$ cat config.mk
export PLATFORM = sky130hd
export DESIGN_NAME = bfac_ram
export DESIGN_NICKNAME = d
export VERILOG_FILES = /design/src/hw/rtl/bfac_ram.sv
export SDC_FILE = /design/constraint.sdc
export NUM_CORES = 1
export LEC_CHECK = 0
export ABC_AREA = 1
export BUFFER_PORTS_ARGS = -buffer_cell sky130_fd_sc_hd__clkbuf_2
export CORE_MARGIN = 2
export CORE_UTILIZATION = 48
export DETAILED_ROUTE_END_ITERATION = 10
export PLACE_DENSITY = 0.74
export SYNTH_ARGS = -nofsm -noshare
export SYNTH_HDL_FRONTEND = slang
export SYNTH_SLANG_ARGS = --single-unit
$ cat constraint.sdc
create_clock -name clk -period 1 [get_ports clk]
set_clock_uncertainty 0.2 [all_clocks]
set_input_delay 0.1 -clock clk [delete_from_list [all_inputs] [get_ports clk]]
set_output_delay 0.1 -clock clk [all_outputs]
set_load 0.005 [all_outputs]
$ cat src/hw/rtl/bfac_ram.sv
// generic single write port, single read port ram with registered read
module bfac_ram #(
  parameter int WIDTH = 1,
  parameter int DEPTH = 16
) (
  input  logic                     clk,
  input  logic                     we,
  input  logic [$clog2(DEPTH)-1:0] waddr,
  input  logic [WIDTH-1:0]         wdata,
  input  logic [$clog2(DEPTH)-1:0] raddr,
  output logic [WIDTH-1:0]         rdata
);

  logic [WIDTH-1:0] mem [DEPTH];

  always_ff @(posedge clk) begin
    if (we) begin
      mem[waddr] <= wdata;
    end
    rdata <= mem[raddr];
  end

endmodule

==> flow_results.org <==
** Timing
- The smallest clock period supported by the final layout is computed as 1040 ps.
- Transition time of the tightest slew-check pin :: 253 ps
- Setup repair after global routing missed its margin :: yes
- The number of slew-limit violations in the final report was 0.
- The number of failing hold endpoints at the final stage was 1.
- Across all hold checks on the routed design, the worst slack comes to -66.0 ps.
- Setup slack on the critical path of the routed design comes to -42.6 ps.
- Setup violations remaining at the end of the flow were counted as 2.
- Measured against its own limit, the worst slew margin works out to 83.1%.
- Sum of negative setup slack :: -52.4 ps
- Share of the cycle needed by the critical path after routing :: 104%
- Achievable clock frequency :: 959 MHz

** Status
- Failing checks :: hold timing, setup timing
- The flow ran to the end, but the final reports show violations.

** Pwr
- In this run the static leakage power is 0.000440 uW.
- The internal power of the cells totals 992 uW.
- Clk pwr share :: 27.8%
- Worst-case vdd ir drop :: 0.778 mV
- Total power draw :: 1290 uW
- Power share of the combinational group :: 10.5%
- Portion of total power attributed to sequential cells :: 61.7%
- Net switching is between 20% and 30% of the power.
- Switching pwr :: 302 uW
- In this run the power density over the cells is 1360 nW/um^2.

** Floorplan
- From left edge to right edge, the die measures 46.0 um.
- The core region is 1690 um^2.
- The initialized floorplan defines 15 standard-cell rows.
- Initial standard-cell utilization of the core :: 50.1%
- In this run the count of I/O pins placed on the die edge is 12.
- The die covers 2120 um^2.
- Die outline height :: 46.0 um

** Critical path
- WS Path Type :: reg -> reg
- Counting both buffers and inverters, the worst setup path holds a total of 1.
- Sequence of cells on the critical path :: inv_1 -> nand2_1 -> nand3_1 -> nand3_1 -> nand3_1 -> nand2_1
- Crit. path cell count :: 6
- Among the stages of the critical path, the cell type that occurs most often is nand3_1.
- At the worst endpoint, the arrival time is ~1000 ps.
- Worst reg-to-reg setup slack :: -40 ps
- STA classifies the critical path startpoint as a register.
- Required time reported for the critical path endpoint :: 1000 ps
- Category of cells accounting for the largest share of critical-path delay :: flip-flops
- STA classifies the critical path endpoint as a register.
- In this run the critical register-to-register path is captured at rdata.
- In this run the critical register-to-register path is launched from mem[11].
- The slowest stage of the critical path is the edfxtp_1 cell.
- Of all nets on the critical path, the largest fanout is 1.
- Worst reg-to-reg path cell count :: 6
- For this run, the slowest stage of the critical path takes 370 ps.

** Place
- Routability-driven placement finished with a final weighted congestion of 0.743.
- Final HPWL DP :: 1050 um
- Pre-CTS WS :: -128 ps
- # port buffers :: 11

** Global routing
- Entering global routing, the biggest net connects 17 pins.
- Wire length of the first global-routing pass :: between 2000 and 2500 um
- Overflow left after global routing :: 0
- Number of global-route vias before repair :: about 620
- Total routing resource utilization after global routing :: 16.0%
- The initial antenna violation count is 0.

** CTS
- CTS built an H-tree with a depth of 1.
- Post-CTS repair timing setup buffer count :: 0
- At the later pin of the worst-skew pair, clock insertion delay measures just under 300 ps.
- CTS Root Buffer Type :: clkbuf_4
- Buffer depth of the longest clock path :: 2
- Buffers inserted during clock tree synthesis total 3.
- For this design, the sink count on the clock tree is 17.
- CTS tree :: built
- Number of buffers added to fix hold violations after cts :: 1
- After clock tree synthesis, the clock-pin slew on the worst setup and hold paths is about 100 ps.

** Hold path
- The tightest min-delay check is of the in -> reg type.
- HP Start :: raddr[2]
- The worst hold path terminates at rdata.
- The worst hold path was traced through 4 stages.

** Logic synthesis
- Synth Warn # :: 0
- Netlist area before placement :: 847 um^2
- Proportion of synthesized chip area in sequential cells :: 59.1%
- Mapped Avg Cell Area :: 8.82 um^2
- Synthesis produced a netlist with a net count of 107.
- After technology mapping, the gate count stands at 96.
- Number of flip-flops and latches in the synthesized netlist :: 17
- The netlist uses 11 different library cells.

** Finish
- Compared with the post-synthesis result, the final layout area differs by 12.1%.
- Cells fill 56.2% of the core in the end.
- Count of antenna diodes in the layout :: 0
- Commonest cells after routing, fill and taps aside :: nand2_1, inv_1, edfxtp_1
- Leading cell type in the layout, fill and taps excluded :: nand2_1
- In the final layout, the share of cells above drive strength 1 is about 18%.
- In the final design database the tool counted about 120 nets.

** Route
- Detailed-routing iteration count for the pre-antenna-repair pass :: 4
- After detailed routing, the average wire length per cell comes to 10.4 um.
- Once detail routing completed, the nets flagged for antenna violations numbered 0.
- For this run, design rule violations remaining after detail routing come to 0.
- Final wirelength :: between 1000 and 1500 um
- Dividing the detail-routed via count by the number of cells gives 4.85.
- Via count :: 621
- The detailed router finished its first iteration with 12 violations.

** Job
- Max-cap violations in this run came to 0.
cells by family (layout without fill, tap and decap cells):
logic type / after synthesis / after routing / synth area share (%)
buffers and inverters: 22 / 37 / 11.5
DFF: 17 / 17 / 59.1
and+or+nand+nor: 57 / 57 / 29.4
metrics by stage:
stage	cell area, um^2	instances	hold slack, ps
detailed placement	912	123	151
CTS	950	128	-72.2
global route	950	128	-42.2
global placement	912	123	137
finish	950	128	-66.0
floorplan	847	96	-1.13
state kept, by name, summed over array words and instances, names as in the netlist:
signal	cells
mem	16
rdata	1
Yosys cell counts:
cell | n | area share (%)
inv_1 | 19 | 8.4
nand3_1 | 14 | 8.3
dfxtp_1 | 1 | 2.4
buf_6 | 1 | 1.3
inv_8 | 1 | 1.3
inv_2 | 1 | 0.44
nor2_1 | 8 | 3.5
nand2_2 | 3 | 2.2
edfxtp_1 | 16 | 57
nor3_1 | 8 | 4.7
nand2_1 | 24 | 11
final cells by class:
type / count / area [um^2]
clock buffer: 3 / 22.5
clock inverter: 1 / 5.00
fill: 151 / 739
inverter: 21 / 86.3
multi-input combinational: 57 / 249
sequential: 17 / 500
tap: 17 / 21.3
timing repair buffer: 12 / 65.1
power by group through the flow:
stage | Combinational (uW) | Clock (uW) | Sequential [uW]
final | 136 | 359 | 799
after global routing | 158 | 402 | 801
after CTS | 138 | 362 | 799
after detailed placement | 134 | 0 | 815
after global placement | 130 | 0 | 815
after floorplan | 82.4 | 0 | 816
worst max path at each step:
| stage | startpoint | end | slack [ps] |
|---|---|---|---|
| finish | mem[11] | rdata | -40 |
| global route | mem[11] | rdata | -140 |
| floorplan | mem[6] | rdata | 10 |
| global placement | waddr[0] | mem[0] | -110 |
| detailed placement | waddr[0] | mem[0] | -130 |
| CTS | mem[14] | rdata | -50 |
worst register-to-register path: stages (launching register included):
cell and delay, ps:
edfxtp_1 370, inv_1 60, nand2_1 40, nand3_1 90, nand3_1 70, nand3_1 80
nand2_1 40
repair_timing:
| item | 4_1_cts | 5_1_grt |
|---|---|---|
| gates cloned | 0 | 0 |
| endpoints found under the setup margin | 2 | 2 |
| resized for setup | 0 | 1 |
| endpoints found under the hold margin | 1 | 1 |
| pin swaps | 8 | 4 |
per-layer routing:
| metal | part of all wire [%] | track usage (%) |
|---|---|---|
| met1 | 47 | 22.1 |
| met2 | 49 | 25.0 |
| met3 | 3.5 | 1.19 |
| met4 | 1.0 | 8.57 |
| met5 | 0 | 0 |
Power figures use the tool's default switching activity.
