## src/hw/rtl/bfac_pkg.sv

```systemverilog
// shared constants and the table size clamp for the bloom filter address check
package bfac_pkg;

  localparam int MAX_BITS   = 65536;                  // bits in the filter store
  localparam int ADDR_BITS  = 64;                     // address bits that are hashed
  localparam int ADDR_FIELD_W = 64;                   // width of the address field
  localparam int CFG_W      = 17;                     // width of the table size register
  localparam int IDX_W      = $clog2(MAX_BITS);       // bit index into the store
  localparam int SIZE_W     = $clog2(MAX_BITS + 1);   // holds a size up to MAX_BITS
  localparam int CNT_W      = $clog2(ADDR_BITS);      // divider step counter
  localparam int MIN_SIZE   = 8;
  localparam int OUT_TDATA_W = 8;
  localparam int CMP_W      = (SIZE_W > CFG_W) ? SIZE_W : CFG_W;

  localparam logic [CFG_W-1:0] TABLE_SIZE_RST = CFG_W'(65536);

  // item kinds carried on the input tuser
  localparam logic MODE_INSERT = 1'b0;
  localparam logic MODE_QUERY  = 1'b1;

  // size in use: register value clamped to [MIN_SIZE, MAX_BITS]
  function automatic logic [SIZE_W-1:0] clamp_size(input logic [CFG_W-1:0] ts);
    logic [CMP_W-1:0] v;
    v = CMP_W'(ts);
    if (v < CMP_W'(MIN_SIZE)) begin
      return SIZE_W'(MIN_SIZE);
    end else if (v > CMP_W'(MAX_BITS)) begin
      return SIZE_W'(MAX_BITS);
    end else begin
      return SIZE_W'(v);
    end
  endfunction

endpackage

```

## src/hw/rtl/bfac_div.sv

```systemverilog
// restoring divider computing two remainders by one divisor in lockstep
module bfac_div (
  input  logic                           clk,
  input  logic                           rst,
  input  logic                           start,
  input  logic [bfac_pkg::ADDR_BITS-1:0] dvd_a,
  input  logic [bfac_pkg::ADDR_BITS-1:0] dvd_b,
  input  logic [bfac_pkg::SIZE_W-1:0]    divisor,
  output logic                           done,
  output logic [bfac_pkg::IDX_W-1:0]     rem_a,
  output logic [bfac_pkg::IDX_W-1:0]     rem_b
);

  logic                           busy;
  logic [bfac_pkg::CNT_W-1:0]     cnt;
  logic [bfac_pkg::ADDR_BITS-1:0] sh_a;
  logic [bfac_pkg::ADDR_BITS-1:0] sh_b;
  logic [bfac_pkg::SIZE_W-1:0]    rem_a_q;
  logic [bfac_pkg::SIZE_W-1:0]    rem_b_q;
  logic [bfac_pkg::SIZE_W-1:0]    dsr;
  logic [bfac_pkg::SIZE_W:0]      trial_a;
  logic [bfac_pkg::SIZE_W:0]      trial_b;
  logic [bfac_pkg::SIZE_W:0]      dsr_ext;
  logic [bfac_pkg::SIZE_W:0]      rem_a_next;
  logic [bfac_pkg::SIZE_W:0]      rem_b_next;

  // shift in the next dividend bit, subtract when it fits
  always_comb begin
    dsr_ext    = {1'b0, dsr};
    trial_a    = {rem_a_q, sh_a[bfac_pkg::ADDR_BITS-1]};
    trial_b    = {rem_b_q, sh_b[bfac_pkg::ADDR_BITS-1]};
    rem_a_next = (trial_a >= dsr_ext) ? (trial_a - dsr_ext) : trial_a;
    rem_b_next = (trial_b >= dsr_ext) ? (trial_b - dsr_ext) : trial_b;
  end

  always_ff @(posedge clk) begin
    if (rst) begin
      busy <= 1'b0;
      done <= 1'b0;
      cnt  <= '0;
    end else begin
      done <= 1'b0;
      if (start) begin
        busy    <= 1'b1;
        cnt     <= '0;
        sh_a    <= dvd_a;
        sh_b    <= dvd_b;
        rem_a_q <= '0;
        rem_b_q <= '0;
        dsr     <= divisor;
      end else if (busy) begin
        sh_a    <= {sh_a[bfac_pkg::ADDR_BITS-2:0], 1'b0};
        sh_b    <= {sh_b[bfac_pkg::ADDR_BITS-2:0], 1'b0};
        rem_a_q <= rem_a_next[bfac_pkg::SIZE_W-1:0];
        rem_b_q <= rem_b_next[bfac_pkg::SIZE_W-1:0];
        cnt     <= cnt + 1'b1;
        if (cnt == bfac_pkg::CNT_W'(bfac_pkg::ADDR_BITS - 1)) begin
          busy <= 1'b0;
          done <= 1'b1;
        end
      end
    end
  end

  // remainder is below the divisor, which never exceeds the store size
  assign rem_a = rem_a_q[bfac_pkg::IDX_W-1:0];
  assign rem_b = rem_b_q[bfac_pkg::IDX_W-1:0];

endmodule

```

## config.mk

```make
export PLATFORM = sky130hd
export DESIGN_NAME = bfac_div
export DESIGN_NICKNAME = d
export VERILOG_FILES = /design/src/hw/rtl/bfac_pkg.sv /design/src/hw/rtl/bfac_div.sv
export SDC_FILE = /design/constraint.sdc
export NUM_CORES = 1
export LEC_CHECK = 0
export BUFFER_PORTS_ARGS = -buffer_cell sky130_fd_sc_hd__buf_2
export CORE_MARGIN = 4
export CORE_UTILIZATION = 56
export DETAILED_ROUTE_END_ITERATION = 12
export PLACE_DENSITY = 0.8
export SYNTH_ARGS = -nofsm -noshare
export SYNTH_HDL_FRONTEND = slang
export SYNTH_SLANG_ARGS = --single-unit
export TNS_END_PERCENT = 10
```

## constraint.sdc

```tcl
create_clock -name clk -period 11.7 [get_ports clk]
set_clock_uncertainty 0.1 [all_clocks]
set_input_delay 1.755 -clock clk [delete_from_list [all_inputs] [get_ports clk]]
set_output_delay 1.755 -clock clk [all_outputs]
set_load 0.03 [all_outputs]
```

==> run_results.csv, run 1 <==
group,metric,value,unit
finish,fin_nets,1086,
worst_setup_path,crit_fanout,82,
worst_setup_path,crit_path_start_kind,"input pin",
floorplan,core-area,17360,µm²
routing,drtAntennaViolNets,0,
global_routing,overflow,0,
placement,dp_hpwl,15150,µm
global_routing,antenna_found_initial,10,
clock_network,clk-insertion-delay-late,0.43,ns
finish,stdcell_area,11370,µm²
placement,placed_area,10780,µm²
min_path,hold_path.class,"flip-flop to flip-flop",
finish,fill_cells,1295,
synthesis,synth_area,9928,µm²
floorplan,row_count,48,
synthesis,ys_seq_area_frac,0.5575,
timing,max_freq,203.5,MHz
run,maxCapViolCount,0,
synthesis,synthCells,761,
finish,fin_util,0.6548,
power_and_ir_drop,power_leakage,0.004444,µW
global_routing,grtUsageTotal,0.2144,
placement,gp_routability_congestion,0.8582,
routing,viasPerCell,5.802,
global_routing,grt_max_degree,83,
clock_network,cts_buffers,17,
synthesis,ys.flop_type,"edfxtp_1",
finish,seq_area,5535,µm²
clock_network,post_cts_buffers,0,
clock_network,hold_buffers,0,
timing,min_period_over_period,0.4199,
finish,stdcell_count,1140,
synthesis,syn_avg_cell_area,13.05,µm²
global_routing,grt_pass1_wl,33630,µm
routing,dr.pass1.iters,5,
timing,tightestPinTransition,0.9771,ns
synthesis,synth_edf_count,179,
synthesis,ys_ff_latch,187,
finish,layout-drive-gt1-share,0.3961,
timing,hold_viol,0,
routing,routedWlPerCell,18.68,µm
timing,min_period,4.913,ns
synthesis,synth_cell_type_count,63,
outcome,status,"completed",
power_and_ir_drop,p_seq_frac,0.468,
clock_network,cts_root_buffer,"clkbuf_16",
clock_network,cts_sinks,187,
power_and_ir_drop,p_int,1269,µW
floorplan,die_h,141.2,µm
power_and_ir_drop,clockPowerShare,0.333,
power_and_ir_drop,combPwrFrac,0.199,
timing,drv_slew,0,
floorplan,die_width,141.2,µm
placement,dp_cells,1107,
power_and_ir_drop,power_density,154.1,nW/µm²
routing,initialDrtViolationCount,444,
clock_network,cts_tree,"yes",
clock_network,cts_max_level,4,
finish,syn_to_final_growth,14.48,%
worst_setup_path,cp_data_arrival_time,4.86,ns
timing,finalSetupViolations,0,
power_and_ir_drop,power.switching,482.4,µW
timing,rsz0062_at_grt,"no",
synthesis,yosysWarnings,0,
floorplan,initial_core_util,0.5720,
routing,drc_errors,0,
timing,finalSetupTns,0,ns
finish,multi_input_area,3906,µm²
power_and_ir_drop,switching_share,0.2754,
timing,maxSlewHeadroom,0.3486,
global_routing,grt_pass1_vias,6598,
worst_setup_path,required,11.65,ns
power_and_ir_drop,power,1752,µW
clock_network,ctsLongestPathBuffers,2,
synthesis,async_flop_share,0,
placement,io_buffers,180,
floorplan,die-area,19920,µm²
clock_network,ctsResizeCount,0,
clock_network,clk_pin_slew_worst_paths,0.07,ns
worst_setup_path,crit_path_end_kind,"flip-flop",
floorplan,io_pins,181,
power_and_ir_drop,irDropWorstVdd,115.4,µV
routing,wl,21300,µm
worst_setup_path,criticalPathCategory,"input pin to flip-flop",
synthesis,syn_nets,946,
routing,vias,6614,
==> worst max-delay path, cell delays in order <==
cell and delay [ns]:
buf_6 0.55, nor2_1 0.16, nor2_4 0.71, buf_4 0.69, buf_4 0.87
==> metal layers <==
metal | vias up | GRT usage | share of wire
li1 | 3158 | - | -
met1 | 3163 | 0.2729 | 0.41
met2 | 225 | 0.3399 | 0.47
met3 | 50 | 0.08752 | 0.092
met4 | 18 | 0.06170 | 0.019
met5 | - | 0 | 0.0049
==> worst paths after layout <==
path	from	end	slack [ns]	cells past startpoint
setup / recovery	start	rem_b_q[8]$_SDFFCE_PP0P_	6.79	5
hold / removal	cnt[5]$_SDFFE_PP0P_	cnt[5]$_SDFFE_PP0P_	0.39	2
setup reg to reg	busy$_SDFF_PP0_	rem_b_q[8]$_SDFFCE_PP0P_	8.28	4
hold reg to reg	cnt[5]$_SDFFE_PP0P_	cnt[5]$_SDFFE_PP0P_	0.39	2
==> through the flow <==
step	setup WS [ns]	hold WS (ns)
after global placement	6.354	0.3769
after floorplan	1.814	0.3585
final	6.787	0.3940
after detailed placement	6.297	0.3839
after CTS	6.777	0.3931
after global routing	6.526	0.4059
==> cells by family (layout without fill, tap and decap cells) <==
logic type      Yosys count  in the layout  share of synthesized area
buf+inv                  92            245                    0.04978
mux                     135            135                     0.1520
fa+ha+maj                37             37                    0.04814
xor+xnor                 23             23                    0.02029
simple gates            131            131                    0.06541
compound gates          156            156                     0.1069
flops                   187            187                     0.5575
other cells               0              1                          0
==> synthesized netlist by cell type, drive strengths merged (3+ instances only) <==
library cell / count / area [µm²]
mux2: 126 / 1419
o21ai: 24 / 120.1
and3: 4 / 25.02
buf: 43 / 310.3
a21boi: 3 / 22.52
xnor2: 13 / 113.9
and2: 5 / 31.28
nand3: 21 / 117.6
clkbuf: 22 / 82.58
a21o: 10 / 75.07
a31oi: 3 / 18.77
and4: 3 / 26.28
o31ai: 4 / 35.03
ha: 35 / 437.9
a211oi: 12 / 125.1
o21a: 12 / 90.09
o22ai: 6 / 37.54
nand4: 9 / 56.30
a211o: 3 / 26.28
nand2: 29 / 108.9
a21oi: 49 / 249.0
or3: 5 / 31.28
nor3: 12 / 60.06
mux2i: 9 / 90.09
xor2: 10 / 87.58
or2: 4 / 25.02
dfxtp: 8 / 160.2
o21bai: 3 / 22.52
edfxtp: 179 / 5375
o211ai: 8 / 60.06
or4: 3 / 22.52
nor2: 32 / 120.1
inv: 26 / 97.59
==> area by class of cell <==
class                           instances  share of cell area
Clock buffer                           18             0.03776
Tap cell                              225             0.02477
Inverter                               27            0.008917
Sequential cell                       187              0.4870
Timing Repair Buffer                  186             0.08377
Antenna cell                            1           0.0002202
Clock inverter                         14             0.01387
Multi-Input combinational cell        482              0.3437
==> state kept, by name, indices dropped and copies added (netlist names) <==
register and count:
busy 1, done 1, dsr 17, rem_b_q 17, cnt 6, sh_a 64, sh_b 64, rem_a_q 17
==> cells in the final DEF, fill, tap and decap left out, types with 8 or more instances in the layout <==
cell / n
inv_1: 26
dfxtp_1: 8
clkbuf_16: 17
o21ai_0: 22
a21o_1: 10
mux2_2: 126
xor2_1: 10
xnor2_1: 13
a21oi_1: 48
ha_1: 35
edfxtp_1: 179
nor2_1: 31
o21a_1: 12
nand3_1: 20
nand2_1: 29
nor3_1: 12
buf_2: 179
mux2i_1: 9
o211ai_1: 8
nand4_1: 9
==> power by group through the flow <==
stage | Combinational [µW] | Sequential, µW | Clock (µW)
final | 348 | 820 | 583
after global routing | 385 | 825 | 622
after CTS | 348 | 821 | 593
after detailed placement | 346 | 835 | 0
after global placement | 338 | 834 | 0
after floorplan | 279 | 833 | 0
Power figures use the tool's default switching activity.
==> run 2, diff against run 1 <==
ABC_AREA = 1   (was unset)
CORE_UTILIZATION = 52   (was 56)
PLACE_DENSITY = 0.78   (was 0.8)
clock period = 4.45 ns   (was 11.7 ns; I/O delays follow)
==> run 2 against run 1 <==
  * Synthesized cell count is 76% higher
  * Critical endpoint is now rem_b_q[14]$_SDFFCE_PP0P_
  * Die area up 15%
  * Via count rose by 31%
  * Clock-buffer cell count shrank 1
  * Clock power increased to 2.6 times the previous value
  * Highest routed layer is now met4
==> run_results.csv, run 2 <==
group,metric,value,unit
synthesis,ys_seq_area_frac,0.5158,
routing,wl,24320,µm
routing,viasPerCell,4.939,
clock_network,clk_pin_slew_worst_paths,0.08,ns
power_and_ir_drop,clockPowerShare,0.302,
power_and_ir_drop,power_leakage,0.006283,µW
placement,dp_hpwl,17330,µm
power_and_ir_drop,power_density,403.8,nW/µm²
timing,finalSetupViolations,0,
outcome,status,"completed",
synthesis,synth_area,10730,µm²
synthesis,synth_top_area_cell,"edfxtp_1",
clock_network,ctsLongestPathBuffers,2,
finish,antennaDiodeCount,0,
worst_setup_path,cp_data_arrival_time,2.63,ns
placement,gp_routability_congestion,0.9313,
power_and_ir_drop,p_int,3309,µW
finish,final_common_cell,"nand2_1",
routing,vias,8688,
finish,fin_nets,1661,
global_routing,overflow,0,
min_path,min_from,"divisor[10]",
placement,dp_slack,1.668,ns
routing,initialDrtViolationCount,701,
worst_setup_path,ff2ff_path_depth,10,
floorplan,row_count,52,
global_routing,grt_pass1_vias,8131,
finish,final_cell_mix,"nand2_1 (637), edfxtp_1 (179), buf_2 (179), inv_1 (157), nor2_1 (99)",
power_and_ir_drop,switching_share,0.3296,
synthesis,synth_edf_count,179,
worst_setup_path,reg2reg_to,"rem_b_q[14]$_SDFFCE_PP0P_",
timing,min_period_over_period,0.5710,
synthesis,synth_cell_type_count,35,
clock_network,clk-insertion-delay-late,0.43,ns
min_path,whs_path_depth,1,
synthesis,syn_nets,1526,
global_routing,antenna_found_initial,0,
finish,reg.largest.list,"sh_a (64), sh_b (64)",
synthesis,synth.top_cell.area_share,0.5009,
clock_network,hold_buffers,0,
clock_network,cts_tree,"yes",
power_and_ir_drop,power.switching,1627,µW
clock_network,post_cts_buffers,0,
synthesis,ys_top_cells_by_area,"edfxtp_1 (50%), nand2_1 (22%), inv_1 (5.5%)",
worst_setup_path,r2r_start,"rem_b_q[1]$_SDFFCE_PP0P_",
floorplan,initial_core_util,0.5304,
global_routing,grt_pass1_wl,38880,µm
clock_network,cts_root_buffer,"clkbuf_16",
clock_network,cts_max_level,4,
timing,finalSetupTns,0,ns
min_path,holdPathEnd,"dsr[10]$_DFFE_PP_",
clock_network,ctsResizeCount,0,
routing,drc_errors,0,
synthesis,yosysWarnings,0,
floorplan,core-area,20230,µm²
timing,max_freq,393.5,MHz
power_and_ir_drop,irDropWorstVdd,238.3,µV
floorplan,die_width,151.7,µm
synthesis,yosysMostFrequentCell,"nand2_1",
routing,drtAntennaViolNets,0,
worst_setup_path,crit_path_start_kind,"flip-flop",
synthesis,syn_avg_cell_area,8.003,µm²
worst_setup_path,crit_fanout,15,
placement,io_buffers,180,
synthesis,ys.flop_type,"edfxtp_1",
timing,min_period,2.541,ns
power_and_ir_drop,combPwrFrac,0.247,
timing,tightestPinTransition,1.059,ns
floorplan,die_h,151.7,µm
worst_setup_path,criticalPathCategory,"flip-flop to flip-flop",
synthesis,synthCells,1341,
timing,maxSlewHeadroom,0.2938,
min_path,hold_path.class,"input pin to flip-flop",
routing,routedWlPerCell,13.82,µm
timing,fin_ws,1.909,ns
synthesis,ys_ff_latch,187,
timing,rsz0062_at_grt,"no",
worst_setup_path,required,4.54,ns
global_routing,grt_max_degree,110,
run,maxCapViolCount,0,
power_and_ir_drop,p_seq_frac,0.450,
routing,dr.pass1.iters,7,
worst_setup_path,r2r_slack,1.91,ns
global_routing,grtUsageTotal,0.2135,
finish,syn_to_final_growth,13.92,%
synthesis,async_flop_share,0,
floorplan,io_pins,181,
timing,drv_slew,0,
synthesis,synth_commonest_cells,"nand2_1 (637), edfxtp_1 (179), inv_1 (158), nor2_1 (99), nand3_1 (56)",
clock_network,cts_sinks,187,
timing,hold_viol,0,
finish,layout-drive-gt1-share,0.1706,
floorplan,die-area,23000,µm²
clock_network,cts_buffers,17,
worst_setup_path,crit_path_end_kind,"flip-flop",
-- run 2: changes by cell type in the layout (fill, tap and decap cells not counted), moves of 12 or more --
cell and delta:
a21oi_1 -28, inv_1 +131, mux2_2 -126, nand2_1 +608, nand3_1 +36, nor2_1 +68, o21a_1 -12, o21ai_0 -22
-- run 2: cell type report --
class                           count  area, µm²
Clock buffer                       17      425.4
Clock inverter                     15      148.9
Fill cell                        1735       8009
Inverter                          160      608.1
Multi-Input combinational cell    923       4189
Sequential cell                   187       5535
Tap cell                          270      337.8
Timing Repair Buffer              187      980.9
-- run 2: per-stage QoR --
stage                     power, µW  instance area (µm²)  utilization  instances  hold slack [ns]
after floorplan                3209                10740            -       1341           0.3487
after detailed placement       3473                11650       0.5758       1727           0.3943
final                          4937                12230       0.6042       1759           0.3124
after CTS                      4972                12230       0.6042       1759           0.2908
after global placement         3452                11650       0.5758       1727           0.3864
after global routing           5222                12230       0.6042       1759           0.2886
-- run 2: worst max-delay path by stage --
stage	from	endpoint	slack, ns	cells past startpoint
global placement	start	sh_b[46]$_DFFE_PP_	1.69	5
CTS	rem_b_q[6]$_SDFFCE_PP0P_	rem_b_q[14]$_SDFFCE_PP0P_	1.93	10
detailed placement	start	sh_b[46]$_DFFE_PP_	1.67	5
finish	rem_b_q[1]$_SDFFCE_PP0P_	rem_b_q[14]$_SDFFCE_PP0P_	1.91	10
global route	rem_b_q[6]$_SDFFCE_PP0P_	rem_b_q[14]$_SDFFCE_PP0P_	1.72	10
floorplan	start	rem_a_q[0]$_SDFFCE_PP0P_	0.16	4
-- run 2: worst max-delay path: stages, from the launching register on --
cell and delay, ns:
edfxtp_1 0.49, ha_1 0.47, nand2_1 0.10, nor2_1 0.09, nand3_1 0.13, nand3_2 0.12, nand2_2 0.26, nand2_4 0.25
inv_4 0.11, nor2_1 0.13, nor2_1 0.05
-- run 2: kinds of logic (layout without fill, tap and decap cells) --
family | after synthesis | count (layout) | share of synthesized area
AO/OA/AOI/OAI | 23 | 23 | 0.01096
XOR/XNOR | 14 | 14 | 0.01143
adder cells (fa/ha/maj) | 37 | 37 | 0.04454
buffers and inverters | 231 | 379 | 0.09490
flip-flops | 187 | 187 | 0.5158
multiplexers | 1 | 1 | 0.0009328
AND/OR/NAND/NOR | 848 | 848 | 0.3214
-- run 2: per-layer routing --
layer  vias to the layer above  GRT usage  share of wire
met4                         0    0.05211          0.016
met1                      3910     0.3001           0.45
met3                        28    0.03896          0.071
met2                       315     0.3460           0.46
met5                         -          0              0
li1                       4435          -              -
-- run 2: power by group through the flow --
stage          registers, µW  logic, µW  clock network (µW)
6_report                2220       1220                1490
5_1_grt                 2240       1390                1590
4_1_cts                 2220       1220                1530
3_5_place_dp            2260       1210                   0
3_3_place_gp            2260       1190                   0
2_1_floorplan           2240        966                   0
==> run 3, diff against run 2 <==
ABC_AREA = 0   (was 1)
CORE_UTILIZATION = 51   (was 52)
PLACE_DENSITY = 0.77   (was 0.78)
clock period = 2.31 ns   (was 4.45 ns; I/O delays follow)
==> run 3 against run 2 <==
  * The run now ends with setup timing left
  * Critical path depth grew 1
  * Sequential power rose by 86%
  * Design area is 5.2% higher
  * Clock-buffer cell count is the same
  * Clock power rose by 100%
  * Die area is 5.4% lower
  * Sequential share of layout area fell by 2.3 points
  * Largest power group unchanged
==> run_results.csv, run 3 (synthesis results as in run 1) <==
group,metric,value,unit
outcome,status,"finished, violations left",
outcome,violations,"setup timing",
power_and_ir_drop,power_density,735.8,nW/µm²
worst_setup_path,crit_fanout,12,
worst_setup_path,criticalPathCategory,"flip-flop to flip-flop",
finish,fill_cells,1393,
global_routing,antenna_found_initial,0,
global_routing,overflow,0,
min_path,whs_path_depth,2,
worst_setup_path,critPathMaxStageDelay,0.36,ns
timing,hold_viol,0,
finish,layout-drive-gt1-share,0.4896,
routing,initialDrtViolationCount,484,
power_and_ir_drop,power,9468,µW
clock_network,cts_buffers,17,
placement,dp_hpwl,16850,µm
worst_setup_path,crit_top_cell,"a21o_1",
timing,min_period_over_period,1.127,
timing,tightestPinTransition,0.4945,ns
worst_setup_path,slowest_stage,"edfxtp_1",
global_routing,grt_max_degree,66,
worst_setup_path,required,2.37,ns
finish,antennaDiodeCount,0,
worst_setup_path,r2r_start,"dsr[0]$_DFFE_PP_",
timing,rsz0062_at_grt,"yes",
routing,dr.pass1.iters,6,
floorplan,initial_core_util,0.5238,
timing,max_freq,384.2,MHz
floorplan,die_h,147.5,µm
worst_setup_path,cp_data_arrival_time,2.66,ns
timing,fin_ws,-0.2931,ns
worst_setup_path,ff2ff_path_depth,11,
routing,wl,23250,µm
finish,fin_util,0.6788,
worst_setup_path,crit_path_end_kind,"flip-flop",
global_routing,grtUsageTotal,0.2112,
global_routing,use_met1,0.2649,
global_routing,grt_pass1_wl,36560,µm
clock_network,cts_max_level,4,
global_routing,grt_use_met3,0.06530,
floorplan,die_width,147.5,µm
min_path,min_from,"dvd_b[0]",
worst_setup_path,crit_chain,"buf_4 > ha_2 > inv_2 > fa_2 > a21o_1 > a221oi_2 > a21o_1 > nand3_4 > buf_12 > mux2i_1 > nor2_1",
global_routing,grt_pass1_vias,7252,
worst_setup_path,r2r_slack,-0.29,ns
placement,io_buffers,180,
finish,fin_nets,1232,
floorplan,io_pins,181,
placement,dp_slack,-0.5197,ns
power_and_ir_drop,power_leakage,0.005197,µW
clock_network,cts_sinks,187,
routing,vias,7229,
routing,routedWlPerCell,17.61,µm
timing,min_period,2.603,ns
worst_setup_path,reg2reg_to,"rem_a_q[1]$_SDFFCE_PP0P_",
min_path,hold_path.class,"input pin to flip-flop",
placement,gp_routability_congestion,0.9157,
finish,reg.largest.list,"sh_a (64), sh_b (64)",
global_routing,top_usage_layer,"met2",
floorplan,row_count,50,
routing,drtAntennaViolNets,0,
power_and_ir_drop,irDropWorstVdd,592.8,µV
timing,maxSlewHeadroom,0.6618,
min_path,holdPathEnd,"sh_b[0]$_SDFFCE_PN0P_",
global_routing,grt_use_met2,0.3609,
timing,drv_slew,0,
timing,finalSetupViolations,34,
clock_network,cts_root_buffer,"clkbuf_16",
finish,final_cell_mix,"edfxtp_1 (179), buf_2 (179), mux2_2 (126), buf_4 (120), a21oi_1 (43)",
floorplan,die-area,21760,µm²
clock_network,clk-insertion-delay-late,0.43,ns
worst_setup_path,crit_path_start_kind,"flip-flop",
clock_network,ctsLongestPathBuffers,2,
floorplan,core-area,18960,µm²
routing,drc_errors,0,
run,maxCapViolCount,0,
clock_network,cts_tree,"yes",
clock_network,clk_pin_slew_worst_paths,0.08,ns
finish,syn_to_final_growth,29.60,%
routing,viasPerCell,5.477,
run 3: what timing repair did:
item	in CTS	in global routing
pin swaps	10	7
hold buffers	17	0
endpoints found under the setup margin	34	34
gates cloned	1	0
resized for setup	20	21
buffers inserted	1	3
endpoints found under the hold margin	17	0
run 3: worst max path at each step:
| stage | from | to | slack [ns] | cells past startpoint |
|---|---|---|---|---|
| floorplan | start | rem_a_q[0]$_SDFFCE_PP0P_ | -1.27 | 4 |
| global placement | sh_b[63]$_DFFE_PP_ | rem_b_q[13]$_SDFFCE_PP0P_ | -0.42 | 10 |
| detailed placement | sh_b[63]$_DFFE_PP_ | rem_b_q[11]$_SDFFCE_PP0P_ | -0.52 | 10 |
| CTS | sh_a[63]$_DFFE_PP_ | rem_a_q[1]$_SDFFCE_PP0P_ | -0.28 | 11 |
| global route | sh_b[63]$_DFFE_PP_ | rem_b_q[8]$_SDFFCE_PP0P_ | -0.46 | 13 |
| finish | dsr[0]$_DFFE_PP_ | rem_a_q[1]$_SDFFCE_PP0P_ | -0.29 | 11 |
run 3: critical path: cells and delay by family (launching register included):
family | cells | cell delay [ns]
multiplexers | 1 | 0.16
adder cells (fa/ha/maj) | 2 | 0.51
flip-flops | 1 | 0.36
AO/OA/AOI/OAI | 3 | 0.71
buffers and inverters | 3 | 0.32
AND/OR/NAND/NOR | 2 | 0.18
run 3: layer usage:
| metal | vias to the layer above | wire (µm) | share of wire |
|---|---|---|---|
| li1 | 3452 | - | - |
| met1 | 3496 | 9510 | 0.41 |
| met2 | 261 | 11630 | 0.50 |
| met3 | 20 | 1801 | 0.077 |
| met4 | 0 | 304 | 0.013 |
| met5 | - | 0 | 0 |
run 3: power breakdown:
group	leakage, µW	switching [µW]	internal [µW]	total [µW]
registers	0.00178	90.7	4030	4120
logic	0.00313	1190	1150	2340
clock network	0.000291	1520	1480	3000
total	0.00520	2800	6670	9470
run 3: area by class of cell:
class	instances	area [µm²]	share of cell area
inverter	27	101.3	0.007876
sequential	187	5535	0.4302
timing repair buffer	331	2232	0.1735
clock inverter	15	198.9	0.01546
clock buffer	17	425.4	0.03306
multi-input combinational	483	4049	0.3147
tap	260	325.3	0.02528
run 3: per-stage QoR:
step | hold slack (ns) | cells | instance area, µm² | setup TNS [ns]
2_1_floorplan | 0.3454 | 761 | 9986 | -216.84
3_5_place_dp | 0.3818 | 1266 | 11900 | -11.68
3_3_place_gp | 0.3681 | 1266 | 11900 | -9.470
5_1_grt | 0.08752 | 1320 | 12870 | -11.80
6_report | 0.09811 | 1320 | 12870 | -7.846
4_1_cts | 0.07752 | 1317 | 12770 | -7.388
